$ cat config.mk
export PLATFORM = sky130hd
export DESIGN_NAME = padded_frame_deframer_flat
export DESIGN_NICKNAME = d
export VERILOG_FILES = /design/src/design/pfd_pkg.sv /design/src/design/pfd_stream_if.sv /design/src/design/pfd_parser.sv /design/src/design/padded_frame_deframer.sv /design/src/flat_wrapper.sv
export SDC_FILE = /design/constraint.sdc
export NUM_CORES = 1
export LEC_CHECK = 0
export ABC_AREA = 1
export BUFFER_PORTS_ARGS = -buffer_cell sky130_fd_sc_hd__buf_4
export CORE_MARGIN = 8
export CORE_UTILIZATION = 48
export CTS_CLUSTER_DIAMETER = 200
export CTS_CLUSTER_SIZE = 30
export DETAILED_ROUTE_END_ITERATION = 7
export PLACE_DENSITY = 0.74
export SLEW_MARGIN = 40
export SYNTH_ARGS = -nofsm -noshare
export SYNTH_HDL_FRONTEND = slang
export SYNTH_SLANG_ARGS = --single-unit
$ cat constraint.sdc
create_clock -name clk_i -period 7.35 [get_ports clk_i]
set_input_delay 1.47 -clock clk_i [delete_from_list [all_inputs] [get_ports clk_i]]
set_output_delay 1.47 -clock clk_i [all_outputs]
set_load 0.005 [all_outputs]
$ cat src/design/pfd_pkg.sv
// Package for the padded frame deframer: phase codes, the parser state and
// result types, and the reset value of the frame limit register.
// No dependencies.
`default_nettype none

package pfd_pkg;

  // Parser phase codes.
  typedef enum logic [2:0] {
    PH_LEN_HI  = 3'd0,
    PH_LEN_LO  = 3'd1,
    PH_PAD_LEN = 3'd2,
    PH_PAYLOAD = 3'd3,
    PH_PADDING = 3'd4,
    PH_PASS    = 3'd5
  } pfd_phase_e;

  // Complete parser state, held in one register in the top level.
  typedef struct packed {
    pfd_phase_e  phase;
    logic [15:0] payload_length;
    logic [15:0] payload_received;
    logic [7:0]  padding_remaining;
    logic [7:0]  frames_seen;
  } pfd_state_t;

  // Result of parsing one byte; valid is low when the byte gives no output.
  typedef struct packed {
    logic       valid;
    logic [7:0] out_byte;
    logic       frame_payload_end;
    logic       is_passthrough;
  } pfd_result_t;

  localparam logic [7:0] PadLimitReset = 8'd8;

endpackage

`default_nettype wire

$ cat src/design/pfd_stream_if.sv
// Channel interfaces of the padded frame deframer: input bytes, results and
// the limit register write channel. Valid/ready handshake on each.
// No dependencies.
`default_nettype none

// Input byte channel.
interface pfd_in_if;
  logic       valid;
  logic       ready;
  logic [7:0] in_byte;

  modport source (output valid, output in_byte, input ready);
  modport sink (input valid, input in_byte, output ready);
endinterface

// Result channel.
interface pfd_out_if;
  logic       valid;
  logic       ready;
  logic [7:0] out_byte;
  logic       frame_payload_end;
  logic       is_passthrough;

  modport source (output valid, output out_byte, output frame_payload_end,
                  output is_passthrough, input ready);
  modport sink (input valid, input out_byte, input frame_payload_end,
                input is_passthrough, output ready);
endinterface

// Write channel for the padded frame limit register.
interface pfd_cfg_if;
  logic       valid;
  logic       ready;
  logic [7:0] padded_frame_limit;

  modport source (output valid, output padded_frame_limit, input ready);
  modport sink (input valid, input padded_frame_limit, output ready);
endinterface

`default_nettype wire

$ cat src/design/pfd_parser.sv
// Next-state and result logic of the padded frame deframer for one byte.
// Depends on pfd_pkg.
`default_nettype none

module pfd_parser
  import pfd_pkg::*;
(
  input  wire logic [7:0]  byte_i,
  input  wire pfd_state_t  state_i,
  input  wire logic [7:0]  limit_i,
  output pfd_state_t       state_o,
  output pfd_result_t      result_o
);

  logic        frame_done;
  logic [15:0] recv_inc;
  logic [7:0]  pad_dec;
  logic [8:0]  frames_inc;

  assign recv_inc   = state_i.payload_received + 16'd1;
  assign pad_dec    = state_i.padding_remaining - 8'd1;
  assign frames_inc = {1'b0, state_i.frames_seen} + 9'd1;

  // Per-phase handling of the incoming byte.
  always_comb begin
    state_o             = state_i;
    result_o            = '0;
    result_o.out_byte   = byte_i;
    frame_done          = 1'b0;

    case (state_i.phase)
      PH_PASS: begin
        result_o.valid          = 1'b1;
        result_o.is_passthrough = 1'b1;
      end
      PH_LEN_LO: begin
        state_o.payload_length[7:0] = byte_i;
        state_o.phase               = PH_PAD_LEN;
      end
      PH_PAD_LEN: begin
        state_o.padding_remaining = byte_i;
        state_o.payload_received  = '0;
        if (state_i.payload_length != 16'd0) begin
          state_o.phase = PH_PAYLOAD;
        end else if (byte_i != 8'd0) begin
          state_o.phase = PH_PADDING;
        end else begin
          frame_done = 1'b1;
        end
      end
      PH_PAYLOAD: begin
        result_o.valid           = 1'b1;
        state_o.payload_received = recv_inc;
        if (recv_inc == state_i.payload_length) begin
          result_o.frame_payload_end = 1'b1;
          state_o.payload_received   = '0;
          if (state_i.padding_remaining == 8'd0) begin
            frame_done = 1'b1;
          end else begin
            state_o.phase = PH_PADDING;
          end
        end
      end
      PH_PADDING: begin
        state_o.padding_remaining = pad_dec;
        if (pad_dec == 8'd0) begin
          frame_done = 1'b1;
        end
      end
      default: begin
        // First length byte; unused codes restart the header here too.
        state_o.payload_length = {byte_i, 8'h00};
        state_o.phase          = PH_LEN_LO;
      end
    endcase

    // Frame completion: count it, and switch to passthrough at the limit.
    if (frame_done) begin
      if (frames_inc >= {1'b0, limit_i}) begin
        state_o.frames_seen = limit_i;
        state_o.phase       = PH_PASS;
      end else begin
        state_o.frames_seen = frames_inc[7:0];
        state_o.phase       = PH_LEN_HI;
      end
    end
  end

endmodule

`default_nettype wire

$ cat src/design/padded_frame_deframer.sv
// Top level of the padded frame deframer: input register, parser state,
// result register and limit register.
// Depends on pfd_pkg, the interfaces in pfd_stream_if.sv and pfd_parser.
//
// Usage:
//   in_if carries one stream byte per transfer. Frames are a 2-byte
//   big-endian payload length, a 1-byte padding length, the payload and the
//   padding. out_if carries one transfer per payload byte, with
//   frame_payload_end on the last byte of each frame. Header and padding
//   bytes give no output. After padded_frame_limit frames every byte passes
//   through with is_passthrough set, until reset.
//   cfg_if writes padded_frame_limit and is always ready. The user must write it
//   only while no byte is in flight; the block itself does not enforce this.
//   A byte taken from in_if is held in the input register, parsed there by
//   the combinational parser, and its result is offered on out_if from the
//   result register. Throughput is one byte per cycle while out_if does not
//   stall. When out_if stalls, one more byte is held in the
//   input register and then in_if.ready drops; nothing is lost.
//   Reset (rst_ni low, asynchronous) empties both registers, restarts the
//   parser at the first length byte with no frames counted, and sets the
//   limit to 8.
`default_nettype none

module padded_frame_deframer
  import pfd_pkg::*;
(
  input wire logic clk_i,
  input wire logic rst_ni,
  pfd_in_if.sink   in_if,
  pfd_out_if.source out_if,
  pfd_cfg_if.sink  cfg_if
);

  logic        in_valid_q, in_valid_d;
  logic [7:0]  in_byte_q;
  pfd_state_t  state_q, state_d;
  pfd_result_t result_d;
  logic        out_valid_q;
  logic [7:0]  out_byte_q;
  logic        out_end_q;
  logic        out_pass_q;
  logic [7:0]  limit_q;
  logic        advance;
  logic        in_xfer;

  // The parse stage moves when the result register is empty or draining.
  assign advance      = !out_valid_q || out_if.ready;
  assign in_if.ready  = !in_valid_q || advance;
  assign in_xfer      = in_if.valid && in_if.ready;
  assign cfg_if.ready = 1'b1;

  // Input register valid tracking.
  always_comb begin
    in_valid_d = in_valid_q;
    if (in_xfer) begin
      in_valid_d = 1'b1;
    end else if (advance) begin
      in_valid_d = 1'b0;
    end
  end

  always_ff @(posedge clk_i or negedge rst_ni) begin
    if (!rst_ni) begin
      in_valid_q <= 1'b0;
    end else begin
      in_valid_q <= in_valid_d;
    end
  end

  always_ff @(posedge clk_i) begin
    if (in_xfer) begin
      in_byte_q <= in_if.in_byte;
    end
  end

  // Parser for the byte in the input register.
  pfd_parser u_parser (
    .byte_i   (in_byte_q),
    .state_i  (state_q),
    .limit_i  (limit_q),
    .state_o  (state_d),
    .result_o (result_d)
  );

  // Parser state and limit register.
  always_ff @(posedge clk_i or negedge rst_ni) begin
    if (!rst_ni) begin
      state_q <= '{phase: PH_LEN_HI, default: '0};
      limit_q <= PadLimitReset;
    end else begin
      if (in_valid_q && advance) begin
        state_q <= state_d;
      end
      if (cfg_if.valid && cfg_if.ready) begin
        limit_q <= cfg_if.padded_frame_limit;
      end
    end
  end

  // Result register.
  always_ff @(posedge clk_i or negedge rst_ni) begin
    if (!rst_ni) begin
      out_valid_q <= 1'b0;
    end else if (advance) begin
      out_valid_q <= in_valid_q && result_d.valid;
    end
  end

  always_ff @(posedge clk_i) begin
    if (advance && in_valid_q && result_d.valid) begin
      out_byte_q <= result_d.out_byte;
      out_end_q  <= result_d.frame_payload_end;
      out_pass_q <= result_d.is_passthrough;
    end
  end

  assign out_if.valid             = out_valid_q;
  assign out_if.out_byte          = out_byte_q;
  assign out_if.frame_payload_end = out_end_q;
  assign out_if.is_passthrough    = out_pass_q;

  // Passthrough is left only by reset.
  a_pass_sticky: assert property (@(posedge clk_i) disable iff (!rst_ni)
    state_q.phase == PH_PASS |=> state_q.phase == PH_PASS)
    else $error("passthrough phase was left");

  // A passthrough result never carries an end-of-frame flag.
  a_flags_exclusive: assert property (@(posedge clk_i) disable iff (!rst_ni)
    out_valid_q |-> !(out_end_q && out_pass_q))
    else $error("end flag on a passthrough byte");

  // A passthrough result can only come from the passthrough phase.
  a_pass_phase: assert property (@(posedge clk_i) disable iff (!rst_ni)
    out_valid_q && out_pass_q |-> state_q.phase == PH_PASS)
    else $error("passthrough result outside passthrough phase");

  // The payload phase is entered only with a nonzero length.
  a_payload_len: assert property (@(posedge clk_i) disable iff (!rst_ni)
    state_q.phase == PH_PAYLOAD |-> state_q.payload_length != 16'd0)
    else $error("payload phase with zero length");

endmodule

`default_nettype wire
$ cat src/flat_wrapper.sv
// flat-port wrapper written by rule: the top's interface ports become plain ports
module padded_frame_deframer_flat import pfd_pkg::*;
  (clk_i, rst_ni, in_if_valid, in_if_in_byte, in_if_ready, out_if_valid, out_if_out_byte, out_if_frame_payload_end, out_if_is_passthrough, out_if_ready, cfg_if_valid, cfg_if_padded_frame_limit, cfg_if_ready);
  pfd_in_if in_if_i ();
  pfd_out_if out_if_i ();
  pfd_cfg_if cfg_if_i ();
  input wire logic clk_i;
  input wire logic rst_ni;
  input wire logic [$bits(in_if_i.valid)-1:0] in_if_valid;
  input wire logic [$bits(in_if_i.in_byte)-1:0] in_if_in_byte;
  output wire logic [$bits(in_if_i.ready)-1:0] in_if_ready;
  output wire logic [$bits(out_if_i.valid)-1:0] out_if_valid;
  output wire logic [$bits(out_if_i.out_byte)-1:0] out_if_out_byte;
  output wire logic [$bits(out_if_i.frame_payload_end)-1:0] out_if_frame_payload_end;
  output wire logic [$bits(out_if_i.is_passthrough)-1:0] out_if_is_passthrough;
  input wire logic [$bits(out_if_i.ready)-1:0] out_if_ready;
  input wire logic [$bits(cfg_if_i.valid)-1:0] cfg_if_valid;
  input wire logic [$bits(cfg_if_i.padded_frame_limit)-1:0] cfg_if_padded_frame_limit;
  output wire logic [$bits(cfg_if_i.ready)-1:0] cfg_if_ready;
  assign in_if_i.valid = in_if_valid;
  assign in_if_i.in_byte = in_if_in_byte;
  assign in_if_ready = in_if_i.ready;
  assign out_if_valid = out_if_i.valid;
  assign out_if_out_byte = out_if_i.out_byte;
  assign out_if_frame_payload_end = out_if_i.frame_payload_end;
  assign out_if_is_passthrough = out_if_i.is_passthrough;
  assign out_if_i.ready = out_if_ready;
  assign cfg_if_i.valid = cfg_if_valid;
  assign cfg_if_i.padded_frame_limit = cfg_if_padded_frame_limit;
  assign cfg_if_ready = cfg_if_i.ready;
  padded_frame_deframer u_core (.clk_i(clk_i), .rst_ni(rst_ni), .in_if(in_if_i), .out_if(out_if_i), .cfg_if(cfg_if_i));
endmodule
==> results.md <==
* Max stage delay on crit path at 0.16 ns
* Pin count of the biggest net entering global routing at 62
* Fin. max-slew vios at 0
* Die width at 114 um
* Worst setup path class: input pin to output port
* Combinational Power Share at 34.2%
* Final Hold Fails at 0
* Clock root buffer: clkbuf_8
* Most frequent cells after synthesis: 160 x nand2_1, 82 x inv_1, 61 x nand3_1
* Hold WS at 0.514 ns
* Psw at 0.594 mW
* CP Cell Sequence: buf_4, inv_1, nand3_1, buf_4
* Cell-internal power at 0.917 mW
* Number of port buffers at 32
* Post-synth ARST share at 77.2%
* Clk pwr share at 23.9%
* Post_cts resized at 0
* Post-CTS Setup Repair Bufs at 0
* Peak VDD IR at 0.000194 V
* Synth top area cells: dfrtp_1 32%, nand2_1 13%, edfxtp_1 12%
* CP required at 5.88 ns
* Unrepaired setup endpoints after global routing: false
* Crit end category: output port
* Most frequent cell after synthesis: nand2_1
* Area growth from synthesis to layout at 12.9%
* Total die area at 13100 sq um
* CP most frequent cell: buf_4
* WL/cell at 14.1 um
* CP Launch Type: input pin
* DR iter-0 viols at 296
* Via count at 4213
* Register bit count reported by yosys at 79
* Cells after Synth at 606
* Number of enable flip-flop cells after synthesis at 18
* CTS max path bufs at 2
* Number of global-route vias before repair at 4085
* GPL Wtd Cong at 0.932
* Synth Area per Inst at 7.67 sq um
* Dpl hpwl at 8080 um
* Sequential Power Share at 41.9%
* GR Overflow Total at 0
* Clock slew at reported path FFs at 0.08 ns
* Initial antenna violation count at 0
* Final setup TNS at 0 ns
* CTS Buf Count at 9
* Switching portion of total power at 39.3%
* CP max FO at 3
* Initial Util at 48.5%
* Worst path arrival time at 1.90 ns
* Mapped Area at 4650 sq um
* Top-area cell type share of the netlist area at 32.3%
* Synth warnings at 0
* H-tree depth at 3
* Core footprint at 9590 sq um
* PwrDens at 288 nW/um^2
* # clock sinks at 79
* Min cycle time layout at 3.37 ns
* Status: complete, no violations
* Flop2flop setup slack at 4.49 ns
* Post-synth top area cell: dfrtp_1
* DRC viols at 0
* Fraction of layout instances using a drive strength above 1 at 10.6%
* Syn nets at 642
* Clock skew at 0.0110 ns
* TritonCTS clock tree: yes
* Layout Nets at 675
* Register area share after synthesis at 44.5%
* Antenna cells at 0
* Yosys cell types at 34
* Worst-Margin Slew at 0.666 ns
* Clk Latency, worst-skew pair at 0.36 ns
* Max frequency at 0.297 GHz
* Final setup violation count at 0
* Filler cells at 886
* Worst rel slew slack at 55.4%
* Slowest CP cell: buf_4
* Drt pass-1 iters at 5
* Maximum capacitance violations at 0
* Antenna Violating Nets Remaining at 0
* Post-CTS Hold Buffers at 0
* Die Ht at 114 um
* Synth Flop Type: dfrtp_1
* Post-route clock period utilization at 45.8%
* Final wirelength at 11000 um
* Ports at 34
* GR Util All Layers at 17.7%
* First-pass GRT wire length at 18600 um
* Hold crit path type: flip-flop to flip-flop
* Rows at 36
* Leakage at 2.47 nW
* Vias/cell at 5.42
[through the flow]
stage	power [mW]	instance area (sq um)	utilization, %	cells	setup slack (ns)
after floorplan	0.992	4650	-	606	4.26
after global placement	1.12	5010	52.2	760	3.84
after detailed placement	1.15	5020	52.4	761	3.97
after CTS	1.52	5240	54.7	777	3.98
after global routing	1.62	5250	54.7	777	3.94
final	1.51	5250	54.7	777	3.98
[path summary, 6_finish.rpt]
path                                               startpoint                             end  depth (start not counted)
min in group asynchronous                              rst_ni  u_core.state_q[20]$_DFFE_PN0P_                          1
worst max register to register  u_core.state_q[0]$_DFFE_PN0P_  u_core.state_q[48]$_DFFE_PN0P_                         16
worst min register to register  u_core.limit_q[3]$_DFFE_PN1P_   u_core.limit_q[3]$_DFFE_PN1P_                          2
max in group asynchronous                              rst_ni   u_core.limit_q[7]$_DFFE_PN0P_                          1
worst min-delay path            u_core.limit_q[3]$_DFFE_PN1P_   u_core.limit_q[3]$_DFFE_PN1P_                          2
worst max-delay path                             out_if_ready                     in_if_ready                          4
[power groups by stage]
stage | logic [mW] | clock network [mW] | registers (mW)
CTS | 0.517 | 0.369 | 0.630
floorplan | 0.380 | 0 | 0.612
global placement | 0.488 | 0 | 0.634
finish | 0.517 | 0.361 | 0.633
detailed placement | 0.510 | 0 | 0.639
global route | 0.590 | 0.387 | 0.644
[worst max-delay path, delay by kind of cell]
family	cells	cell delay (ns)
buffers and inverters	3	0.32
and+or+nand+nor	1	0.11
[layer usage]
metal	share of wire [%]	up-vias	global-route usage, %
met1	46	2017	22.3
li1	-	2070	-
met5	0	-	0
met2	47	109	28.8
met4	2.1	0	7.36
met3	4.4	17	3.53
[cells by family (layout without fill, tap and decap cells)]
logic type                 Yosys count  after routing  share of synthesized area, %
other                                1              1                        0.0806
AOI/OAI and AO/OA                   82             82                          9.50
and+or+nand+nor                    322            322                          31.6
xor gates and xnor gates            12             12                          2.26
muxes                                1              1                         0.242
adders and majority gates           15             15                          4.04
DFF                                 79             79                          44.5
buffers and inverters               94            132                          7.86
[cell usage in the layout (no fill, tap or decap), types with 2 or more instances in the layout]
| cell | count |
|---|---|
| nor2_1 | 41 |
| nand2_2 | 4 |
| dfrtp_1 | 60 |
| o211ai_1 | 3 |
| clkinv_1 | 2 |
| edfxtp_1 | 18 |
| o21ai_0 | 57 |
| nor3b_1 | 2 |
| nand3b_1 | 5 |
| nand2_1 | 160 |
| nor2_2 | 4 |
| nand3_1 | 61 |
| nor4_1 | 7 |
| clkbuf_8 | 9 |
| bufinv_16 | 2 |
| a21oi_1 | 15 |
| ha_1 | 15 |
| nand4_1 | 27 |
| xor2_1 | 11 |
| clkinv_4 | 2 |
| nor3_1 | 4 |
| o21ai_2 | 3 |
| inv_1 | 82 |
| nor2_4 | 6 |
| buf_4 | 33 |
[registers in the layout (all words and copies together), names as in the netlist]
| signal | flops |
|---|---|
| u_core.out_if.valid | 1 |
| u_core.out_if.out_byte | 8 |
| u_core.limit_q | 8 |
| u_core.out_if.frame_payload_end | 1 |
| u_core.out_if.is_passthrough | 1 |
| u_core.state_q | 51 |
| u_core.in_valid_q | 1 |
| u_core.in_byte_q | 8 |
[layout make-up]
type	count	area, sq um	area share [%]
sequential	79	2070	39.4
clock buffer	9	124	2.36
multi-input combinational	433	2230	42.4
tap	133	166	3.17
clock inverter	7	96.3	1.84
inverter	82	308	5.86
timing repair buffer	34	259	4.93
(Power assumes the default switching activity.)
